**src/rtl/core/fvs_pkg.sv**
```systemverilog
// Package for the frame victim selector: sizes, mode codes and the
// controller/datapath command and status structs. No dependencies.
package fvs_pkg;
	localparam int NumFrames = 64;
	localparam int NumProcs = 16;
	localparam int StampBits = 32;
	localparam int FrameW = 6;
	localparam int ProcW = 4;
	localparam int PageW = 12;

	localparam logic [1:0] MODE_ACCESS = 2'd0;
	localparam logic [1:0] MODE_LOAD = 2'd1;
	localparam logic [1:0] MODE_SELECT = 2'd2;

	localparam logic CFG_ALG = 1'b0;
	localparam logic CFG_POL = 1'b1;

	// Commands from the controller to the datapath.
	typedef struct packed {
		logic capture;     // latch the input beat
		logic do_access;   // apply access to the latched frame
		logic do_load;     // apply load to the latched frame
		logic scan_start;  // reset scan position for a new pass
		logic scan_step;   // visit the frame at the scan position
		logic evict;       // free the chosen victim and fill the result
		logic clear_res;   // fill an all-zero result
	} fvs_cmd_t;

	// Status from the datapath to the controller.
	typedef struct packed {
		logic [1:0] mode;
		logic       lru;
		logic       last;      // evaluated frame ends the scan: final frame of a pass, or a clock hit
		logic       found;     // victim picked
		logic       any;       // a candidate was seen in this select
	} fvs_sts_t;
endpackage

```
**src/rtl/core/frame_victim_selector_core.sv**
```systemverilog
// Frame victim selector top level: controller plus datapath. Depends on fvs_pkg.
// Access and load are applied directly; a select scans the frame table in passes,
// one frame per cycle plus a read stage: LRU makes one pass, clock up to four.
// One item in flight at a time; the result register holds while stalled.
// Reset clears occupancy, use and dirty bits, hands, stamp counter and config.
module frame_victim_selector_core (
	input  logic        clk,
	input  logic        arst_n,
	input  logic        in_valid,
	output logic        in_stall,
	input  logic [1:0]  mode,
	input  logic [5:0]  frame_index,
	input  logic [3:0]  process_id,
	input  logic [11:0] page_number,
	input  logic        is_write,
	output logic        out_valid,
	input  logic        out_stall,
	output logic        victim_found,
	output logic [5:0]  victim_frame,
	output logic [3:0]  victim_process,
	output logic [11:0] victim_page,
	output logic        victim_dirty,
	input  logic        cfg_valid,
	output logic        cfg_ready,
	input  logic        cfg_index,
	input  logic        cfg_data
);
	import fvs_pkg::*;

	fvs_cmd_t cmd;
	fvs_sts_t sts;

	assign cfg_ready = 1'b1;

	fvs_ctrl u_ctrl (
		.clk, .arst_n, .in_valid, .in_stall, .out_valid, .out_stall, .sts, .cmd
	);

	fvs_datapath u_dp (
		.clk, .arst_n, .cmd, .sts, .cfg_valid, .cfg_index, .cfg_data,
		.mode, .frame_index, .process_id, .page_number, .is_write,
		.victim_found, .victim_frame, .victim_process, .victim_page, .victim_dirty
	);
endmodule

```
**src/rtl/core/fvs_datapath.sv**
```systemverilog
// Datapath: frame table flops, stamp counter, hands, a pipelined one-frame-per-cycle scan
// unit with registered table reads, and the result register. Depends on fvs_pkg.
module fvs_datapath (
	input  logic                    clk,
	input  logic                    arst_n,
	input  fvs_pkg::fvs_cmd_t       cmd,
	output fvs_pkg::fvs_sts_t       sts,
	input  logic                    cfg_valid,
	input  logic                    cfg_index,
	input  logic                    cfg_data,
	input  logic [1:0]              mode,
	input  logic [5:0]              frame_index,
	input  logic [3:0]              process_id,
	input  logic [11:0]             page_number,
	input  logic                    is_write,
	output logic                    victim_found,
	output logic [5:0]              victim_frame,
	output logic [3:0]              victim_process,
	output logic [11:0]             victim_page,
	output logic                    victim_dirty
);
	import fvs_pkg::*;

	logic                  alg_q, pol_q;
	logic [1:0]            mode_q;
	logic [FrameW-1:0]     fi_q;
	logic [ProcW-1:0]      pid_q;
	logic [PageW-1:0]      page_q;
	logic                  wr_q;
	logic [NumFrames-1:0]  occ_q, use_q, dirty_q;
	logic [ProcW-1:0]      owner_q [NumFrames];
	logic [PageW-1:0]      pagemem_q [NumFrames];
	logic [StampBits-1:0]  stamp_q [NumFrames];
	logic [FrameW-1:0]     phand_q [NumProcs];
	logic [FrameW-1:0]     ghand_q;
	logic [StampBits-1:0]  ctr_q;
	logic [FrameW-1:0]     pos_q, cnt_q, vic_q;
	logic [1:0]            pass_q;
	logic                  found_q, any_q;
	logic [StampBits-1:0]  best_q;
	logic                  issue_done_q;
	logic [ProcW-1:0]      vic_owner_q;
	logic [PageW-1:0]      vic_page_q;

	// Frame read from the table into registers, evaluated in this stage.
	logic [FrameW-1:0]     pos_s1;
	logic                  val_s1, last_s1;
	logic [ProcW-1:0]      owner_s1;
	logic [PageW-1:0]      page_s1;
	logic [StampBits-1:0]  stamp_s1;

	logic                  fixed, cand, hit, eval;
	logic [FrameW-1:0]     start;

	// Candidate test on the frame in the evaluation stage.
	assign fixed = ~pol_q;
	assign eval  = cmd.scan_step && val_s1;
	assign cand  = occ_q[pos_s1] && (!fixed || owner_s1 == pid_q);
	assign start = alg_q ? (fixed ? phand_q[pid_q] : ghand_q) : '0;
	assign hit   = alg_q ? (!use_q[pos_s1] && (dirty_q[pos_s1] == pass_q[0]))
	                     : (!any_q || stamp_s1 < best_q);

	assign sts.mode  = mode_q;
	assign sts.lru   = ~alg_q;
	assign sts.last  = eval && (last_s1 || (alg_q && cand && hit));
	assign sts.found = found_q;
	assign sts.any   = any_q;

	// Configuration registers.
	always_ff @(posedge clk or negedge arst_n) begin
		if (!arst_n) begin
			alg_q <= 1'b0;
			pol_q <= 1'b0;
		end else if (cfg_valid) begin
			if (cfg_index == CFG_ALG) alg_q <= cfg_data;
			else pol_q <= cfg_data;
		end
	end

	// Input capture, payload tables and their registered scan reads.
	always_ff @(posedge clk) begin
		if (cmd.capture) begin
			mode_q <= mode;
			fi_q   <= frame_index;
			pid_q  <= process_id;
			page_q <= page_number;
			wr_q   <= is_write;
		end
		if (cmd.do_load) begin
			owner_q[fi_q]   <= pid_q;
			pagemem_q[fi_q] <= page_q;
		end
		if ((cmd.do_load) || (cmd.do_access && occ_q[fi_q]))
			stamp_q[fi_q] <= ctr_q;
		if (cmd.scan_step && !issue_done_q) begin
			owner_s1 <= owner_q[pos_q];
			page_s1  <= pagemem_q[pos_q];
			stamp_s1 <= stamp_q[pos_q];
		end
		// Owner and page of the current best victim.
		if (eval && cand && hit) begin
			vic_owner_q <= owner_s1;
			vic_page_q  <= page_s1;
		end
	end

	// Control state of the frame table, hands and scan unit.
	always_ff @(posedge clk or negedge arst_n) begin
		if (!arst_n) begin
			occ_q   <= '0;
			use_q   <= '0;
			dirty_q <= '0;
			for (int i = 0; i < NumProcs; i++) phand_q[i] <= '0;
			ghand_q <= '0;
			ctr_q   <= '0;
			pos_q   <= '0;
			cnt_q   <= '0;
			vic_q   <= '0;
			pass_q  <= '0;
			found_q <= 1'b0;
			any_q   <= 1'b0;
			best_q  <= '0;
			issue_done_q <= 1'b0;
			pos_s1  <= '0;
			val_s1  <= 1'b0;
			last_s1 <= 1'b0;
			victim_found   <= 1'b0;
			victim_frame   <= '0;
			victim_process <= '0;
			victim_page    <= '0;
			victim_dirty   <= 1'b0;
		end else begin
			if (cmd.do_access && occ_q[fi_q]) begin
				use_q[fi_q] <= 1'b1;
				if (wr_q) dirty_q[fi_q] <= 1'b1;
			end
			if (cmd.do_load) begin
				occ_q[fi_q]   <= 1'b1;
				use_q[fi_q]   <= 1'b1;
				dirty_q[fi_q] <= 1'b0;
			end
			if ((cmd.do_load || (cmd.do_access && occ_q[fi_q])) && ctr_q != '1)
				ctr_q <= ctr_q + 1'b1;
			if (cmd.capture) begin
				pass_q  <= '0;
				found_q <= 1'b0;
				any_q   <= 1'b0;
			end
			if (cmd.scan_start) begin
				pos_q        <= start;
				cnt_q        <= '0;
				issue_done_q <= 1'b0;
				val_s1       <= 1'b0;
			end
			// One table read issued and one frame evaluated per cycle.
			if (cmd.scan_step) begin
				val_s1 <= !issue_done_q;
				if (!issue_done_q) begin
					pos_q   <= pos_q + 1'b1;
					cnt_q   <= cnt_q + 1'b1;
					pos_s1  <= pos_q;
					last_s1 <= (cnt_q == FrameW'(NumFrames - 1));
					if (cnt_q == FrameW'(NumFrames - 1)) issue_done_q <= 1'b1;
				end
				if (val_s1) begin
					if (last_s1) pass_q <= pass_q + 1'b1;
					if (cand) begin
						any_q <= 1'b1;
						if (hit) begin
							vic_q   <= pos_s1;
							best_q  <= stamp_s1;
							found_q <= 1'b1;
						end else if (alg_q && pass_q[0]) begin
							use_q[pos_s1] <= 1'b0;
						end
					end
				end
			end
			// Result and victim release.
			if (cmd.clear_res) begin
				victim_found   <= 1'b0;
				victim_frame   <= '0;
				victim_process <= '0;
				victim_page    <= '0;
				victim_dirty   <= 1'b0;
			end
			if (cmd.evict) begin
				victim_found   <= 1'b1;
				victim_frame   <= vic_q;
				victim_process <= vic_owner_q;
				victim_page    <= vic_page_q;
				victim_dirty   <= dirty_q[vic_q];
				occ_q[vic_q]   <= 1'b0;
				use_q[vic_q]   <= 1'b0;
				dirty_q[vic_q] <= 1'b0;
				if (alg_q) begin
					if (fixed) phand_q[pid_q] <= vic_q + 1'b1;
					else ghand_q <= vic_q + 1'b1;
				end
			end
		end
	end
endmodule

```
**src/rtl/core/fvs_ctrl.sv**
```systemverilog
// Controller state machine: sequences access, load and victim scans.
// Depends on fvs_pkg.
module fvs_ctrl (
	input  logic              clk,
	input  logic              arst_n,
	input  logic              in_valid,
	output logic              in_stall,
	output logic              out_valid,
	input  logic              out_stall,
	input  fvs_pkg::fvs_sts_t sts,
	output fvs_pkg::fvs_cmd_t cmd
);
	import fvs_pkg::*;

	localparam logic [2:0] ST_IDLE = 3'd0;
	localparam logic [2:0] ST_EXEC = 3'd1;
	localparam logic [2:0] ST_PREP = 3'd2;
	localparam logic [2:0] ST_SCAN = 3'd3;
	localparam logic [2:0] ST_DONE = 3'd4;
	localparam logic [2:0] ST_OUT  = 3'd5;

	logic [2:0] state_q, state_d;
	logic       out_free;
	logic [1:0] npass_q;
	logic       pass_ok;

	// The result register is free when empty or being taken this cycle.
	assign out_free = !out_valid || !out_stall;
	assign in_stall = (state_q != ST_IDLE);

	// Pass counter for the clock scan.
	assign pass_ok = (npass_q != 2'd3);

	always_comb begin
		cmd = '0;
		state_d = state_q;
		unique case (state_q)
			ST_IDLE: begin
				if (in_valid) begin
					cmd.capture = 1'b1;
					state_d = ST_EXEC;
				end
			end
			ST_EXEC: begin
				if (sts.mode == MODE_SELECT) begin
					state_d = ST_PREP;
				end else if (out_free) begin
					cmd.do_access = (sts.mode == MODE_ACCESS);
					cmd.do_load   = (sts.mode == MODE_LOAD);
					cmd.clear_res = 1'b1;
					state_d = ST_OUT;
				end
			end
			ST_PREP: begin
				cmd.scan_start = 1'b1;
				state_d = ST_SCAN;
			end
			ST_SCAN: begin
				cmd.scan_step = 1'b1;
				if (sts.last) state_d = ST_DONE;
			end
			ST_DONE: begin
				// Clock passes repeat until found, at most four, only with candidates.
				if (!sts.found && !sts.lru && sts.any && pass_ok) begin
					state_d = ST_PREP;
				end else if (out_free) begin
					cmd.evict     = sts.found;
					cmd.clear_res = !sts.found;
					state_d = ST_OUT;
				end
			end
			ST_OUT: begin
				if (out_free) state_d = ST_IDLE;
			end
			default: state_d = ST_IDLE;
		endcase
	end

	always_ff @(posedge clk or negedge arst_n) begin
		if (!arst_n) begin
			state_q   <= ST_IDLE;
			out_valid <= 1'b0;
			npass_q   <= '0;
		end else begin
			state_q <= state_d;
			if (cmd.capture) npass_q <= '0;
			else if (state_q == ST_DONE && state_d == ST_PREP) npass_q <= npass_q + 1'b1;
			if (cmd.evict || cmd.clear_res) out_valid <= 1'b1;
			else if (!out_stall) out_valid <= 1'b0;
		end
	end
endmodule
```
**config.mk**
```make
export PLATFORM = sky130hd
export DESIGN_NAME = frame_victim_selector_core
export DESIGN_NICKNAME = d
export VERILOG_FILES = /design/src/rtl/core/fvs_pkg.sv /design/src/rtl/core/frame_victim_selector_core.sv /design/src/rtl/core/fvs_datapath.sv /design/src/rtl/core/fvs_ctrl.sv
export SDC_FILE = /design/constraint.sdc
export NUM_CORES = 2
export LEC_CHECK = 0
export BUFFER_PORTS_ARGS = -buffer_cell sky130_fd_sc_hd__buf_2
export CORE_MARGIN = 3
export CORE_UTILIZATION = 30
export CTS_CLUSTER_SIZE = 12
export DETAILED_ROUTE_END_ITERATION = 10
export PLACE_DENSITY = 0.41
export SETUP_SLACK_MARGIN = 0.3
export SLEW_MARGIN = 20
export SYNTH_ARGS = -nofsm -noshare
export SYNTH_HDL_FRONTEND = slang
export SYNTH_SLANG_ARGS = --single-unit
```
**constraint.sdc**
```tcl
create_clock -name clk -period 12.79 [get_ports clk]
set_input_delay 3.1975 -clock clk [delete_from_list [all_inputs] [get_ports clk]]
set_output_delay 3.1975 -clock clk [all_outputs]
set_load 0.01 [all_outputs]
```
==> results_dict.tcl <==
set metrics [dict create \
    path_class "input pin to flip-flop" \
    drt_wl_total_um 436000 \
    irDropWorstVdd_mv 0.156 \
    synth_cell_types 83 \
    endpoint_kind "flip-flop" \
    dp_slack_ns 6.20 \
    syn_area_sq_um 141000 \
    nNetsFinal 7070 \
    clk_pin_slew_ns 0.06 \
    setup_tns_ns 0 \
    synth_cells 6665 \
    crit_required_ns 13.35 \
    maxSlewHeadroom_pct 16.0 \
    power.switching_mw 8.88 \
    finalWorstSetupSlack_ns 7.18 \
    crit_chain "buf_2 -> and2_1 -> nor3_1 -> nand2_4 -> buf_4 -> nor2_2" \
    max_freq_ghz 0.178 \
    core_region_area_sq_um 465000 \
    ys_warn_count 0 \
    die-width_um 691 \
    power-per-cell-area_nw_per_um2 190 \
    outcome "finished, final reports clean" \
    ys_ff_latch 3581 \
    numPortBuffers 57 \
    yosys-top-cells-area "edfxtp_1, mux4_2, dfrtp_1" \
    drive_gt1_share_pct 30.2 \
    clockRootBuffer "clkbuf_16" \
    synth_top_area_share_pct 67.4 \
    place_area_sq_um 150000 \
    drtAntennaViolNets 0 \
    drt-wirelength-per-cell_um 32.2 \
    fin_area_sq_um 163000 \
    slowest_stage "nor2_2" \
    grt_usage_pct 17.9 \
    cts_resized 0 \
    post-route-min-period_ns 5.61 \
    gp_congestion 0.876 \
    ctsHtreeMaxLevel 5 \
    power.leakage_nw 55.8 \
    num_vias 70360 \
    power_mw 31.0 \
    synth-edff-count 3161 \
    clk_latency_ns 1.02 \
    hold_viol_final 0 \
    yosysTopAreaCell "edfxtp_1" \
    worstPathArrival_ns 6.17 \
    fill_cells 43368 \
    drt_iter0_markers 6609 \
    finClkSkew_ns 0.0931 \
    die_h_um 691 \
    area_growth_pct 15.8 \
    post-route-drc-count 0 \
    p_sw_share_pct 28.7 \
    rsz0062_at_grt "no" \
    grt_max_degree 128 \
    grt_pass1_vias 72571 \
    pwr-share-clk_pct 36.6 \
    p_int_mw 22.1 \
    fin_util_pct 35.0 \
    start_kind "input pin" \
    finalMaxSlewViolations 0 \
    hold_buffers 0 \
    grt_first_pass_wirelength_um 605000 \
    dp_hpwl_um 254000 \
    via_per_inst 5.20 \
    die_area_sq_um 478000 \
    maxCapViolCount 0 \
    cts_setup_buffers 0 \
    drtPass1Iterations 6 \
    syn_area_per_cell_sq_um 21.1 \
    ys.flop_type "edfxtp_1" \
    worstMarginPinSlew_ns 1.25 \
    hold_class "flip-flop to flip-flop" \
    yosysSeqAreaShare_pct 74.9 \
    clock_path_buffers 4 \
    syn-num-nets 6733 \
    timing.final.crit_share_pct 43.8 \
    cts_sinks 3581 \
    cts_inserted_buffers 405 \
    power.share.sequential_pct 43.3 \
    max_stage_delay_ns 0.93 \
    antenna_found_initial 17 \
    critPathTopFamily "simple AND/OR/NAND/NOR gates" \
    pwr-share-comb_pct 20.1 \
    finalSetupViolations 0 \
    cp_max_fo 37 \
    overflow 0 \
    rows 250 \
    reg2reg_slack_ns 7.55 \
    cts_tree "built" \
    start_util_pct 30.2 \
    critical_path_buf_inv_count 2 \
    io_pins 59 \
    postSynth.asyncResetShare_pct 11.7 \
]
## metrics by stage
| step | std cells | hold slack [ns] |
|---|---|---|
| floorplan | 6665 | 0.400 |
| global placement | 12768 | 0.415 |
| detailed placement | 12769 | 0.409 |
| CTS | 13512 | 0.421 |
| global route | 13518 | 0.415 |
| finish | 13523 | 0.407 |
## power groups by stage
stage	combinational, mW	sequential, mW	clock [mW]
floorplan	3.98	13.5	0
global placement	6.43	13.6	0
detailed placement	6.43	13.6	0
CTS	6.44	13.4	11.7
global route	6.58	13.4	12.1
finish	6.22	13.4	11.4
## synth_stat cells, drive strengths merged (36+ instances only)
master / count
mux4: 1071
mux2i: 43
ha: 36
nand3: 39
clkbuf: 266
nor2: 354
buf: 127
mux2: 76
dfrtp: 420
a31oi: 72
nor3: 138
o21ai: 83
a21oi: 67
nand2: 231
edfxtp: 3161
inv: 54
a211oi: 70
## registers in the layout, indices dropped and copies added, names as in the netlist, 12 cells and up
| name | cells |
|---|---|
| u_dp.best_q | 32 |
| u_dp.pagemem_q | 768 |
| u_dp.owner_q | 256 |
| u_dp.stamp_s1 | 32 |
| u_dp.vic_page_q | 12 |
| u_dp.ctr_q | 32 |
| u_dp.victim_page | 12 |
| u_dp.use_q | 64 |
| u_dp.stamp_q | 2048 |
| u_dp.page_s1 | 12 |
| u_dp.dirty_q | 64 |
| u_dp.page_q | 12 |
| u_dp.phand_q | 96 |
| u_dp.occ_q | 64 |
## layout by cell type, fill, tap and decap left out, types with 69 or more instances in the layout
cell type  Yosys  final
dfrtp_1      420    380
nor2_1       352    298
a31oi_1       71     71
a211oi_1      69     69
edfxtp_1    3161   3161
o21ai_0       83     82
mux2_2        74     74
mux4_2      1067   1067
clkbuf_1     264    126
clkbuf_16      0    412
clkinv_1       2     72
nor3_1       136     71
nand2_1      231    230
buf_4         16    251
## layout make-up
type                       count  area [sq um]  share of cell area [%]
antenna                       11          27.5                  0.0169
multi-input combinational   2635         34200                    21.0
clock inverter               185          1800                    1.10
inverter                      56           220                   0.135
clock buffer                 558         11100                    6.78
timing repair buffer         323          2480                    1.52
sequential                  3581        106000                    64.7
tap                         6174          7720                    4.74
## per-layer routing
layer  up-vias  part of all wire [%]  track usage [%]  wire, um
met5         -                0.0039                0        17
met4         2                   2.6             4.45     11200
met3       623                   5.2             2.80     22500
met2      2121                    47             28.5    204000
met1     39166                    45             25.7    198000
li1      28448                     -                -         -
## logic make-up (layout without fill, tap and decap cells)
kind of cell	count (synthesis)	after routing	synth area share, %
compound gates	426	426	2.03
xor+xnor	43	43	0.268
fa+ha+maj	36	36	0.320
buf+inv	449	1122	1.33
flops	3581	3581	74.9
mux	1190	1190	18.1
other cells	1	12	0.00266
simple gates	939	939	3.10
## path summary, 6_finish.rpt
check | start | endpoint | cells after the start
min reg2reg | u_dp.vic_owner_q[1] | u_dp.victim_process[1] | 1
max in group asynchronous | arst_n | u_dp.pos_q[2] | 3
max reg2reg | u_dp.pos_q[1] | u_dp.owner_s1[3] | 6
min in group asynchronous | arst_n | u_dp.cnt_q[1] | 1
min | u_dp.vic_owner_q[1] | u_dp.victim_process[1] | 1
max | out_stall | u_dp.owner_q[23][0] | 6
Power figures use the tool's default switching activity.
